--- config.mk ---
export PLATFORM = sky130hd
export DESIGN_NAME = circular_double_ended_queue
export DESIGN_NICKNAME = d
export VERILOG_FILES = /design/src/rtl/core/cdq_pkg.sv /design/src/rtl/core/cdq_ram.sv /design/src/rtl/core/cdq_fifo.sv /design/src/rtl/core/cdq_front.sv /design/src/rtl/core/cdq_back.sv /design/src/rtl/core/circular_double_ended_queue.sv
export SDC_FILE = /design/constraint.sdc
export NUM_CORES = 2
export LEC_CHECK = 0
export BUFFER_PORTS_ARGS = -buffer_cell sky130_fd_sc_hd__buf_2
export CAP_MARGIN = 40
export CORE_MARGIN = 5
export CORE_UTILIZATION = 40
export CTS_BUF_LIST = sky130_fd_sc_hd__clkbuf_16
export DETAILED_ROUTE_END_ITERATION = 10
export HOLD_SLACK_MARGIN = 0.12
export SLEW_MARGIN = 20
export SYNTH_ARGS = -nofsm -noshare
export SYNTH_HDL_FRONTEND = slang
export SYNTH_MEMORY_MAX_BITS = 65536
export SYNTH_SLANG_ARGS = --single-unit
--- constraint.sdc ---
create_clock -name i_clk -period 5 [get_ports i_clk]
set_input_delay 0.25 -clock i_clk [delete_from_list [all_inputs] [get_ports i_clk]]
set_output_delay 0.25 -clock i_clk [all_outputs]
set_load 0.005 [all_outputs]
--- src/rtl/core/cdq_pkg.sv ---
`timescale 1ns / 1ps
// ----------------------------------------------------------------------------
// cdq_pkg
// Shared types for the circular deque: operation and status codes, and the
// control word that the front end hands to the back end.
// ----------------------------------------------------------------------------
package cdq_pkg;

    localparam int WordW = 32;

    typedef enum logic [1:0] {
        FUNC_PUSH_FRONT = 2'd0,
        FUNC_PUSH_REAR  = 2'd1,
        FUNC_POP_FRONT  = 2'd2,
        FUNC_POP_REAR   = 2'd3
    } t_func;

    typedef enum logic [1:0] {
        ST_DONE  = 2'd0,
        ST_FULL  = 2'd1,
        ST_EMPTY = 2'd2
    } t_status;

    typedef enum logic [1:0] {
        ACC_NONE  = 2'd0,
        ACC_WRITE = 2'd1,
        ACC_READ  = 2'd2
    } t_access;

    typedef struct packed {
        t_access acc;
        t_status status;
        logic    now_empty;
        logic    now_full;
    } t_ctl;

endpackage

--- src/rtl/core/cdq_ram.sv ---
`timescale 1ns / 1ps
// ----------------------------------------------------------------------------
// cdq_ram
// Generic simple dual-port RAM: one write port, one read port, registered
// read data that holds until the next read.
// ----------------------------------------------------------------------------
module cdq_ram #(
    parameter int WIDTH = 32,
    parameter int DEPTH = 128,
    localparam int AW = (DEPTH > 1) ? $clog2(DEPTH) : 1
) (
    input  logic             i_clk,
    input  logic             i_we,
    input  logic [AW-1:0]    i_waddr,
    input  logic [WIDTH-1:0] i_wdata,
    input  logic             i_re,
    input  logic [AW-1:0]    i_raddr,
    output logic [WIDTH-1:0] o_rdata
);

    logic [WIDTH-1:0] r_mem [DEPTH];
    logic [WIDTH-1:0] r_rdata;

    always_ff @(posedge i_clk) begin
        if (i_we) begin
            r_mem[i_waddr] <= i_wdata;
        end
        if (i_re) begin
            r_rdata <= r_mem[i_raddr];
        end
    end

    assign o_rdata = r_rdata;

endmodule

--- src/rtl/core/cdq_fifo.sv ---
`timescale 1ns / 1ps
// ----------------------------------------------------------------------------
// cdq_fifo
// Short command queue between the front end and the back end.
// ----------------------------------------------------------------------------
module cdq_fifo #(
    parameter int WIDTH = 8,
    parameter int DEPTH = 2,
    localparam int PW = (DEPTH > 1) ? $clog2(DEPTH) : 1,
    localparam int CW = $clog2(DEPTH + 1)
) (
    input  logic             i_clk,
    input  logic             i_rst_n,
    input  logic             i_wr_valid,
    output logic             o_wr_ready,
    input  logic [WIDTH-1:0] i_wr_data,
    output logic             o_rd_valid,
    input  logic             i_rd_ready,
    output logic [WIDTH-1:0] o_rd_data
);

    logic [WIDTH-1:0] r_mem [DEPTH];
    logic [PW-1:0]    r_wp, n_wp;
    logic [PW-1:0]    r_rp, n_rp;
    logic [CW-1:0]    r_cnt, n_cnt;
    logic             wr_go;
    logic             rd_go;

    assign o_wr_ready = (r_cnt != CW'(DEPTH));
    assign o_rd_valid = (r_cnt != '0);
    assign o_rd_data  = r_mem[r_rp];
    assign wr_go      = i_wr_valid && o_wr_ready;
    assign rd_go      = o_rd_valid && i_rd_ready;

    always_comb begin
        n_wp  = r_wp;
        n_rp  = r_rp;
        n_cnt = r_cnt;
        if (wr_go) begin
            n_wp = (r_wp == PW'(DEPTH - 1)) ? '0 : r_wp + PW'(1);
        end
        if (rd_go) begin
            n_rp = (r_rp == PW'(DEPTH - 1)) ? '0 : r_rp + PW'(1);
        end
        if (wr_go && !rd_go) begin
            n_cnt = r_cnt + CW'(1);
        end else if (rd_go && !wr_go) begin
            n_cnt = r_cnt - CW'(1);
        end
    end

    always_ff @(posedge i_clk) begin
        if (!i_rst_n) begin
            r_wp  <= '0;
            r_rp  <= '0;
            r_cnt <= '0;
        end else begin
            r_wp  <= n_wp;
            r_rp  <= n_rp;
            r_cnt <= n_cnt;
        end
    end

    always_ff @(posedge i_clk) begin
        if (wr_go) begin
            r_mem[r_wp] <= i_wr_data;
        end
    end

endmodule

--- src/rtl/core/cdq_front.sv ---
`timescale 1ns / 1ps
// ----------------------------------------------------------------------------
// cdq_front
// Accepts operations, keeps the front and rear indices and the empty flag,
// and turns each item into at most one store access plus its final status.
// ----------------------------------------------------------------------------
module cdq_front #(
    parameter int DEPTH = 128,
    localparam int AW = (DEPTH > 1) ? $clog2(DEPTH) : 1
) (
    input  logic                i_clk,
    input  logic                i_rst_n,
    input  logic                i_in_valid,
    output logic                o_in_ready,
    input  logic [1:0]          i_func,
    input  logic signed [31:0]  i_push_value,
    output logic                o_cmd_valid,
    input  logic                i_cmd_ready,
    output cdq_pkg::t_ctl       o_cmd_ctl,
    output logic [AW-1:0]       o_cmd_addr,
    output logic [31:0]         o_cmd_data
);

    import cdq_pkg::*;

    logic [AW-1:0] r_front, n_front;
    logic [AW-1:0] r_rear,  n_rear;
    logic          r_empty, n_empty;
    logic          accept;
    logic          full;
    t_func         func;
    t_ctl          ctl;
    logic [AW-1:0] addr;

    function automatic logic [AW-1:0] idx_next(input logic [AW-1:0] x);
        return (x == AW'(DEPTH - 1)) ? '0 : x + AW'(1);
    endfunction

    function automatic logic [AW-1:0] idx_prev(input logic [AW-1:0] x);
        return (x == '0) ? AW'(DEPTH - 1) : x - AW'(1);
    endfunction

    assign o_in_ready = i_cmd_ready;
    assign accept     = i_in_valid && i_cmd_ready;
    assign func       = t_func'(i_func);
    assign full       = !r_empty && (idx_next(r_rear) == r_front);

    always_comb begin
        n_front    = r_front;
        n_rear     = r_rear;
        n_empty    = r_empty;
        addr       = '0;
        ctl.acc    = ACC_NONE;
        ctl.status = ST_DONE;
        if (func inside {FUNC_PUSH_FRONT, FUNC_PUSH_REAR}) begin
            if (full) begin
                ctl.status = ST_FULL;
            end else if (r_empty) begin
                // First element always lands at entry zero.
                n_front = '0;
                n_rear  = '0;
                n_empty = 1'b0;
                addr    = '0;
                ctl.acc = ACC_WRITE;
            end else if (func == FUNC_PUSH_FRONT) begin
                n_front = idx_prev(r_front);
                addr    = n_front;
                ctl.acc = ACC_WRITE;
            end else begin
                n_rear  = idx_next(r_rear);
                addr    = n_rear;
                ctl.acc = ACC_WRITE;
            end
        end else begin
            if (r_empty) begin
                ctl.status = ST_EMPTY;
            end else begin
                addr    = (func == FUNC_POP_FRONT) ? r_front : r_rear;
                ctl.acc = ACC_READ;
                if (r_front == r_rear) begin
                    // Removing the last element returns both indices home.
                    n_front = '0;
                    n_rear  = '0;
                    n_empty = 1'b1;
                end else if (func == FUNC_POP_FRONT) begin
                    n_front = idx_next(r_front);
                end else begin
                    n_rear = idx_prev(r_rear);
                end
            end
        end
        ctl.now_empty = n_empty;
        ctl.now_full  = !n_empty && (idx_next(n_rear) == n_front);
    end

    always_ff @(posedge i_clk) begin
        if (!i_rst_n) begin
            r_front <= '0;
            r_rear  <= '0;
            r_empty <= 1'b1;
        end else if (accept) begin
            r_front <= n_front;
            r_rear  <= n_rear;
            r_empty <= n_empty;
        end
    end

    assign o_cmd_valid = accept;
    assign o_cmd_ctl   = ctl;
    assign o_cmd_addr  = addr;
    assign o_cmd_data  = i_push_value;

`ifndef NO_ASSERTIONS
    a_refused_no_access: assert property (@(posedge i_clk) disable iff (!i_rst_n)
        (accept && ctl.status != ST_DONE) |-> (ctl.acc == ACC_NONE))
        else $error("refused operation still touches the store");

    a_empty_home: assert property (@(posedge i_clk) disable iff (!i_rst_n)
        r_empty |-> (r_front == '0 && r_rear == '0))
        else $error("empty deque with indices away from zero");

    a_full_refuses: assert property (@(posedge i_clk) disable iff (!i_rst_n)
        (accept && full && (func == FUNC_PUSH_FRONT || func == FUNC_PUSH_REAR))
        |=> ($stable(r_front) && $stable(r_rear) && !r_empty))
        else $error("push into full deque changed the indices");
`endif

endmodule

--- src/rtl/core/cdq_back.sv ---
`timescale 1ns / 1ps
// ----------------------------------------------------------------------------
// cdq_back
// Carries out queued store accesses in order and forms the result items,
// with one access stage and one output register.
// ----------------------------------------------------------------------------
module cdq_back #(
    parameter int DEPTH = 128,
    localparam int AW = (DEPTH > 1) ? $clog2(DEPTH) : 1
) (
    input  logic                i_clk,
    input  logic                i_rst_n,
    input  logic                i_cmd_valid,
    output logic                o_cmd_ready,
    input  cdq_pkg::t_ctl       i_cmd_ctl,
    input  logic [AW-1:0]       i_cmd_addr,
    input  logic [31:0]         i_cmd_data,
    output logic                o_ram_we,
    output logic [AW-1:0]       o_ram_waddr,
    output logic [31:0]         o_ram_wdata,
    output logic                o_ram_re,
    output logic [AW-1:0]       o_ram_raddr,
    input  logic [31:0]         i_ram_rdata,
    output logic                o_out_valid,
    input  logic                i_out_ready,
    output logic [1:0]          o_status,
    output logic signed [31:0]  o_pop_value,
    output logic                o_now_empty,
    output logic                o_now_full
);

    import cdq_pkg::*;

    logic               r_s1_valid;
    t_ctl               r_s1_ctl;
    logic               r_out_valid;
    logic [1:0]         r_status;
    logic signed [31:0] r_pop_value;
    logic               r_now_empty;
    logic               r_now_full;
    logic               s1_adv;
    logic               s1_free;
    logic               take;

    assign s1_adv      = !r_out_valid || i_out_ready;
    assign s1_free     = !r_s1_valid || s1_adv;
    assign take        = i_cmd_valid && s1_free;
    assign o_cmd_ready = s1_free;

    assign o_ram_we    = take && (i_cmd_ctl.acc == ACC_WRITE);
    assign o_ram_waddr = i_cmd_addr;
    assign o_ram_wdata = i_cmd_data;
    assign o_ram_re    = take && (i_cmd_ctl.acc == ACC_READ);
    assign o_ram_raddr = i_cmd_addr;

    always_ff @(posedge i_clk) begin
        if (!i_rst_n) begin
            r_s1_valid  <= 1'b0;
            r_out_valid <= 1'b0;
        end else begin
            if (s1_free) begin
                r_s1_valid <= i_cmd_valid;
            end
            if (s1_adv) begin
                r_out_valid <= r_s1_valid;
            end
        end
    end

    // The read data register only moves on a read, so it holds while the
    // access stage waits for the output register.
    always_ff @(posedge i_clk) begin
        if (take) begin
            r_s1_ctl <= i_cmd_ctl;
        end
        if (s1_adv && r_s1_valid) begin
            r_status    <= r_s1_ctl.status;
            r_pop_value <= (r_s1_ctl.acc == ACC_READ) ? i_ram_rdata : '0;
            r_now_empty <= r_s1_ctl.now_empty;
            r_now_full  <= r_s1_ctl.now_full;
        end
    end

    assign o_out_valid = r_out_valid;
    assign o_status    = r_status;
    assign o_pop_value = r_pop_value;
    assign o_now_empty = r_now_empty;
    assign o_now_full  = r_now_full;

`ifndef NO_ASSERTIONS
    a_one_access: assert property (@(posedge i_clk) disable iff (!i_rst_n)
        !(o_ram_we && o_ram_re))
        else $error("read and write issued together");

    a_take_fills_s1: assert property (@(posedge i_clk) disable iff (!i_rst_n)
        take |=> r_s1_valid)
        else $error("taken command lost before the access stage");

    a_s1_to_out: assert property (@(posedge i_clk) disable iff (!i_rst_n)
        (r_s1_valid && s1_adv) |=> r_out_valid)
        else $error("access stage result lost before the output register");
`endif

endmodule

--- src/rtl/core/circular_double_ended_queue.sv ---
`timescale 1ns / 1ps
// ----------------------------------------------------------------------------
// circular_double_ended_queue
// Deque of signed 32-bit words in a circular RAM, with front and rear push
// and pop, full and empty refusal, and flags after every operation.
// ----------------------------------------------------------------------------
// Path of an item: command queue, then store access, then output register.
// Throughput: one item per cycle while the receiver keeps i_out_ready high,
// set by the single store access per cycle.
// Reset clears the indices, the empty flag and all valid bits; the store is
// not cleared and needs no clearing pass, so items are taken right away.
module circular_double_ended_queue #(
    parameter int DEPTH = 128
) (
    input  logic               i_clk,
    input  logic               i_rst_n,
    input  logic               i_in_valid,
    output logic               o_in_ready,
    input  logic [1:0]         i_func,
    input  logic signed [31:0] i_push_value,
    output logic               o_out_valid,
    input  logic               i_out_ready,
    output logic [1:0]         o_status,
    output logic signed [31:0] o_pop_value,
    output logic               o_now_empty,
    output logic               o_now_full
);

    import cdq_pkg::*;

    localparam int AW = (DEPTH > 1) ? $clog2(DEPTH) : 1;
    localparam int CW = $bits(t_ctl);
    localparam int QW = CW + AW + WordW;
    localparam int QueueDepth = 2;

    logic          f_valid;
    logic          f_ready;
    t_ctl          f_ctl;
    logic [AW-1:0] f_addr;
    logic [31:0]   f_data;
    logic [QW-1:0] q_wdata;
    logic [QW-1:0] q_rdata;
    logic          q_valid;
    logic          q_ready;
    t_ctl          q_ctl;
    logic [AW-1:0] q_addr;
    logic [31:0]   q_data;
    logic          ram_we;
    logic [AW-1:0] ram_waddr;
    logic [31:0]   ram_wdata;
    logic          ram_re;
    logic [AW-1:0] ram_raddr;
    logic [31:0]   ram_rdata;

    cdq_front #(.DEPTH(DEPTH)) u_front (
        .i_clk       (i_clk),
        .i_rst_n     (i_rst_n),
        .i_in_valid  (i_in_valid),
        .o_in_ready  (o_in_ready),
        .i_func      (i_func),
        .i_push_value(i_push_value),
        .o_cmd_valid (f_valid),
        .i_cmd_ready (f_ready),
        .o_cmd_ctl   (f_ctl),
        .o_cmd_addr  (f_addr),
        .o_cmd_data  (f_data)
    );

    assign q_wdata = {f_ctl, f_addr, f_data};

    cdq_fifo #(.WIDTH(QW), .DEPTH(QueueDepth)) u_queue (
        .i_clk     (i_clk),
        .i_rst_n   (i_rst_n),
        .i_wr_valid(f_valid),
        .o_wr_ready(f_ready),
        .i_wr_data (q_wdata),
        .o_rd_valid(q_valid),
        .i_rd_ready(q_ready),
        .o_rd_data (q_rdata)
    );

    assign q_ctl  = t_ctl'(q_rdata[QW-1 -: CW]);
    assign q_addr = q_rdata[WordW +: AW];
    assign q_data = q_rdata[WordW-1:0];

    cdq_back #(.DEPTH(DEPTH)) u_back (
        .i_clk       (i_clk),
        .i_rst_n     (i_rst_n),
        .i_cmd_valid (q_valid),
        .o_cmd_ready (q_ready),
        .i_cmd_ctl   (q_ctl),
        .i_cmd_addr  (q_addr),
        .i_cmd_data  (q_data),
        .o_ram_we    (ram_we),
        .o_ram_waddr (ram_waddr),
        .o_ram_wdata (ram_wdata),
        .o_ram_re    (ram_re),
        .o_ram_raddr (ram_raddr),
        .i_ram_rdata (ram_rdata),
        .o_out_valid (o_out_valid),
        .i_out_ready (i_out_ready),
        .o_status    (o_status),
        .o_pop_value (o_pop_value),
        .o_now_empty (o_now_empty),
        .o_now_full  (o_now_full)
    );

    cdq_ram #(.WIDTH(WordW), .DEPTH(DEPTH)) u_store (
        .i_clk  (i_clk),
        .i_we   (ram_we),
        .i_waddr(ram_waddr),
        .i_wdata(ram_wdata),
        .i_re   (ram_re),
        .i_raddr(ram_raddr),
        .o_rdata(ram_rdata)
    );

endmodule

==> flow_metrics.tcl <==
set metrics [dict create \
    leakagePower_nw 56.6 \
    row_count 230 \
    maxCapViolCount 0 \
    dieWidth_um 637 \
    worst_slew_pin_slew_ps 1060 \
    clock-sinks 4282 \
    start_kind "register" \
    dp_hpwl_mm 335 \
    fin_nets 9248 \
    htreeDepth 5 \
    synthArstFlopShare_pct 0 \
    endpoint_kind "register" \
    ant_nets 0 \
    fmaxAchievable_mhz 201 \
    avgViaCountPerCell 6.52 \
    firstDrtPassIters 7 \
    synth_ff_type "edfxtp_1" \
    clk_latency_ps 1010 \
    drt-initial-drc-count 17300 \
    crit_type "register to register" \
    yosys_warnings 0 \
    swShare_pct 33.5 \
    fin_ws_ps 20.0 \
    max_slew_margin_pct 28.9 \
    die-area_mm2 0.406 \
    dp_slack_ps -167 \
    netSwitchingPower_w 0.0340 \
    netlist.area_leader.share_pct 81.4 \
    cp_max_fo 39 \
    syn_inst 8532 \
    yosysTopAreaCell "edfxtp_1" \
    fin_skew_ps 103 \
    pwr-share-comb_pct 26.8 \
    antenna_found_initial 57 \
    wirelength_mm 557 \
    seq_area_mm2 0.128 \
    grt_max_degree 129 \
    vdd_drop_max_mv 0.377 \
    vias 96500 \
    gp_congestion 0.921 \
    sequentialPowerShare_pct 43.2 \
    postLayoutCoreUtil_pct 47.1 \
    ys_types 92 \
    setup_tns_ps 0 \
    syn_area_per_cell_um2 18.4 \
    io_buffers 75 \
    root_buffer "clkbuf_16" \
    core_mm2 0.392 \
    clockPowerShare_pct 30.0 \
    outcome "finished, final reports clean" \
    wire_per_inst_um 37.7 \
    clock_path_buffers 4 \
    fillers 32300 \
    synth-edff-count 4260 \
    grt_pass1_wl_mm 758 \
    min_period_ps 4980 \
    fin_crit_sh_pct 99.6 \
    overflow 0 \
    hp-class "input port to register" \
    synth.area.top_cells "edfxtp_1 (81%), a22oi_1 (6.7%), a221oi_1 (1.4%), a22o_1 (1.4%), a41oi_1 (0.79%)" \
    crit_arrival_ps 5630 \
    drc 0 \
    cts_tree "built" \
    rsz0062_at_grt "false" \
    slew_violations 0 \
    area_growth_pct 17.5 \
    setup_violations 0 \
    ys_seq_area_share_pct 81.6 \
    place_area_mm2 0.171 \
    synth-seq-cells 4282 \
    multi_input_area_mm2 0.0276 \
    ios 76 \
    clk_pin_slew_ps 60 \
    grt_usage_pct 26.5 \
    p_int_w 0.0675 \
    die_h_um 637 \
    syn-num-nets 8577 \
    required_ps 5650 \
    layout-drive-gt1-share_pct 17.0 \
    cts_buffers 411 \
    power_density_mw_per_mm2 549 \
    design_area_mm2 0.185 \
    start_util_pct 40.1 \
    grt_pass1_vias 90500 \
    finalHoldViolCount 0 \
    syn-cell-area_mm2 0.157 \
]
## critical path, stage by stage (launching register included)
cell and delay (ps):
dfxtp_4 620, mux2i_4 610, nor2_4 210, buf_4 250
buf_12 190, buf_4 300, a222oi_1 340, a31oi_1 270
nor4_1 450, o21ai_0 430, a221oi_1 660, o21ai_0 230
## cell usage in the layout, fill, tap and decap left out, types with 20 or more instances in the layout
cell type / netlist / final
a221oi_1: 256 / 256
buf_12: 0 / 174
nand4_1: 161 / 161
o2111ai_1: 25 / 25
dlygate4sd3_1: 0 / 70
clkinv_1: 0 / 95
clkinv_2: 0 / 76
buf_4: 4 / 524
a222oi_1: 106 / 106
clkbuf_16: 0 / 414
o21ai_0: 126 / 123
buf_2: 166 / 77
nand3_1: 28 / 28
a22oi_1: 1398 / 1398
nand2_1: 143 / 131
dfxtp_1: 22 / 21
inv_1: 13 / 92
a22o_1: 252 / 251
and2_1: 37 / 37
mux2i_1: 23 / 20
nor4_1: 37 / 35
a221o_1: 20 / 20
bufinv_16: 0 / 36
a31oi_1: 169 / 161
nor2_4: 0 / 137
edfxtp_1: 4260 / 4260
o22ai_1: 33 / 31
nor2_1: 229 / 90
a21oi_1: 124 / 124
diode_2: 0 / 36
mux2_4: 0 / 33
nor3_1: 36 / 34
a41oi_1: 141 / 141
## routing by layer
metal | up-vias | wire length, um | global-route usage (%)
met1 | 49900 | 203000 | 35.7
met5 | - | 146 | 0
met3 | 1122 | 73700 | 7.11
met4 | 22 | 30200 | 12.1
met2 | 7556 | 250000 | 40.2
li1 | 37800 | - | -
## cells in the mapped netlist (all sizes together), types with 13 or more instances
library cell,n
a22o,252
a22oi,1400
inv,13
nor3,37
o22ai,33
a211oi,13
and2,38
xnor2,16
nor4,40
mux2i,23
o2111ai,25
xor2,13
o221ai,15
nand3,32
clkbuf,319
o21ai,129
buf,294
a221o,20
a21oi,125
nand4,161
mux2,42
a41oi,141
a222oi,106
a221oi,257
edfxtp,4260
a31oi,172
dfxtp,22
nand2,144
nor2,229
## per-stage QoR
| stage | hold slack (ps) | total power, W | instances |
|---|---|---|---|
| after floorplan | 349 | 0.0554 | 8532 |
| after global placement | 412 | 0.0702 | 13900 |
| after detailed placement | 414 | 0.0708 | 13900 |
| after CTS | 176 | 0.101 | 14700 |
| after global routing | 228 | 0.103 | 14800 |
| final | 229 | 0.101 | 14800 |
## area by class of cell
class | instances | area share (%)
clock inverters | 328 | 1.49
diodes | 36 | 0.0488
inverters | 13 | 0.0264
repair buffers | 871 | 4.84
well taps | 5220 | 3.54
multi-input cells | 3624 | 14.9
clock buffers | 414 | 5.61
flip-flops and latches | 4282 | 69.5
## power by group through the flow
stage,Sequential (W),Clock [W],Combinational (W)
after floorplan,0.0445,0,0.0109
after global placement,0.0446,0,0.0256
after detailed placement,0.0446,0,0.0262
after CTS,0.0438,0.0306,0.0263
after global routing,0.0438,0.0322,0.0274
final,0.0438,0.0304,0.0272
## repair_timing
item                                    in CTS  in global routing
hold buffers                                70                  0
setup buffers                                0                  0
hold endpoints to repair                   103                  0
cloned                                       0                  0
endpoints found under the setup margin       1                  1
gates resized for setup                      1                  1
## sequential cells by signal, indices dropped and copies added (netlist names), named ones only
register,cells
u_front.r_empty,1
u_back.o_out_valid,1
u_back.r_s1_valid,1
u_store.r_mem,4096
u_back.o_now_full,1
u_back.o_status,2
u_queue.r_rp,1
u_front.r_rear,7
u_queue.r_mem,90
u_queue.r_cnt,2
u_back.r_s1_ctl,6
u_back.o_now_empty,1
u_front.r_front,7
u_back.o_pop_value,32
u_queue.r_wp,1
u_store.o_rdata,32
## logic make-up (layout without fill, tap and decap cells)
logic type	after synthesis	count (layout)	synth area share [%]
compound gates	2774	2774	13.6
xor+xnor	29	29	0.162
fa+ha+maj	7	7	0.0557
buf+inv	626	1626	1.70
flops	4282	4282	81.6
mux	65	65	0.447
other cells	0	36	0
simple gates	749	749	2.42
## final timing paths
path	slack [ps]	cells past startpoint	end	startpoint
max reg2reg	20	11	u_store.o_rdata[19]	register
min reg2reg	420	0	u_back.o_now_empty	u_back.r_s1_ctl[1]
max	20	11	u_store.o_rdata[19]	register
min	230	4	u_back.o_out_valid	i_out_ready
No activity file was read; power rests on OpenSTA's default activity.
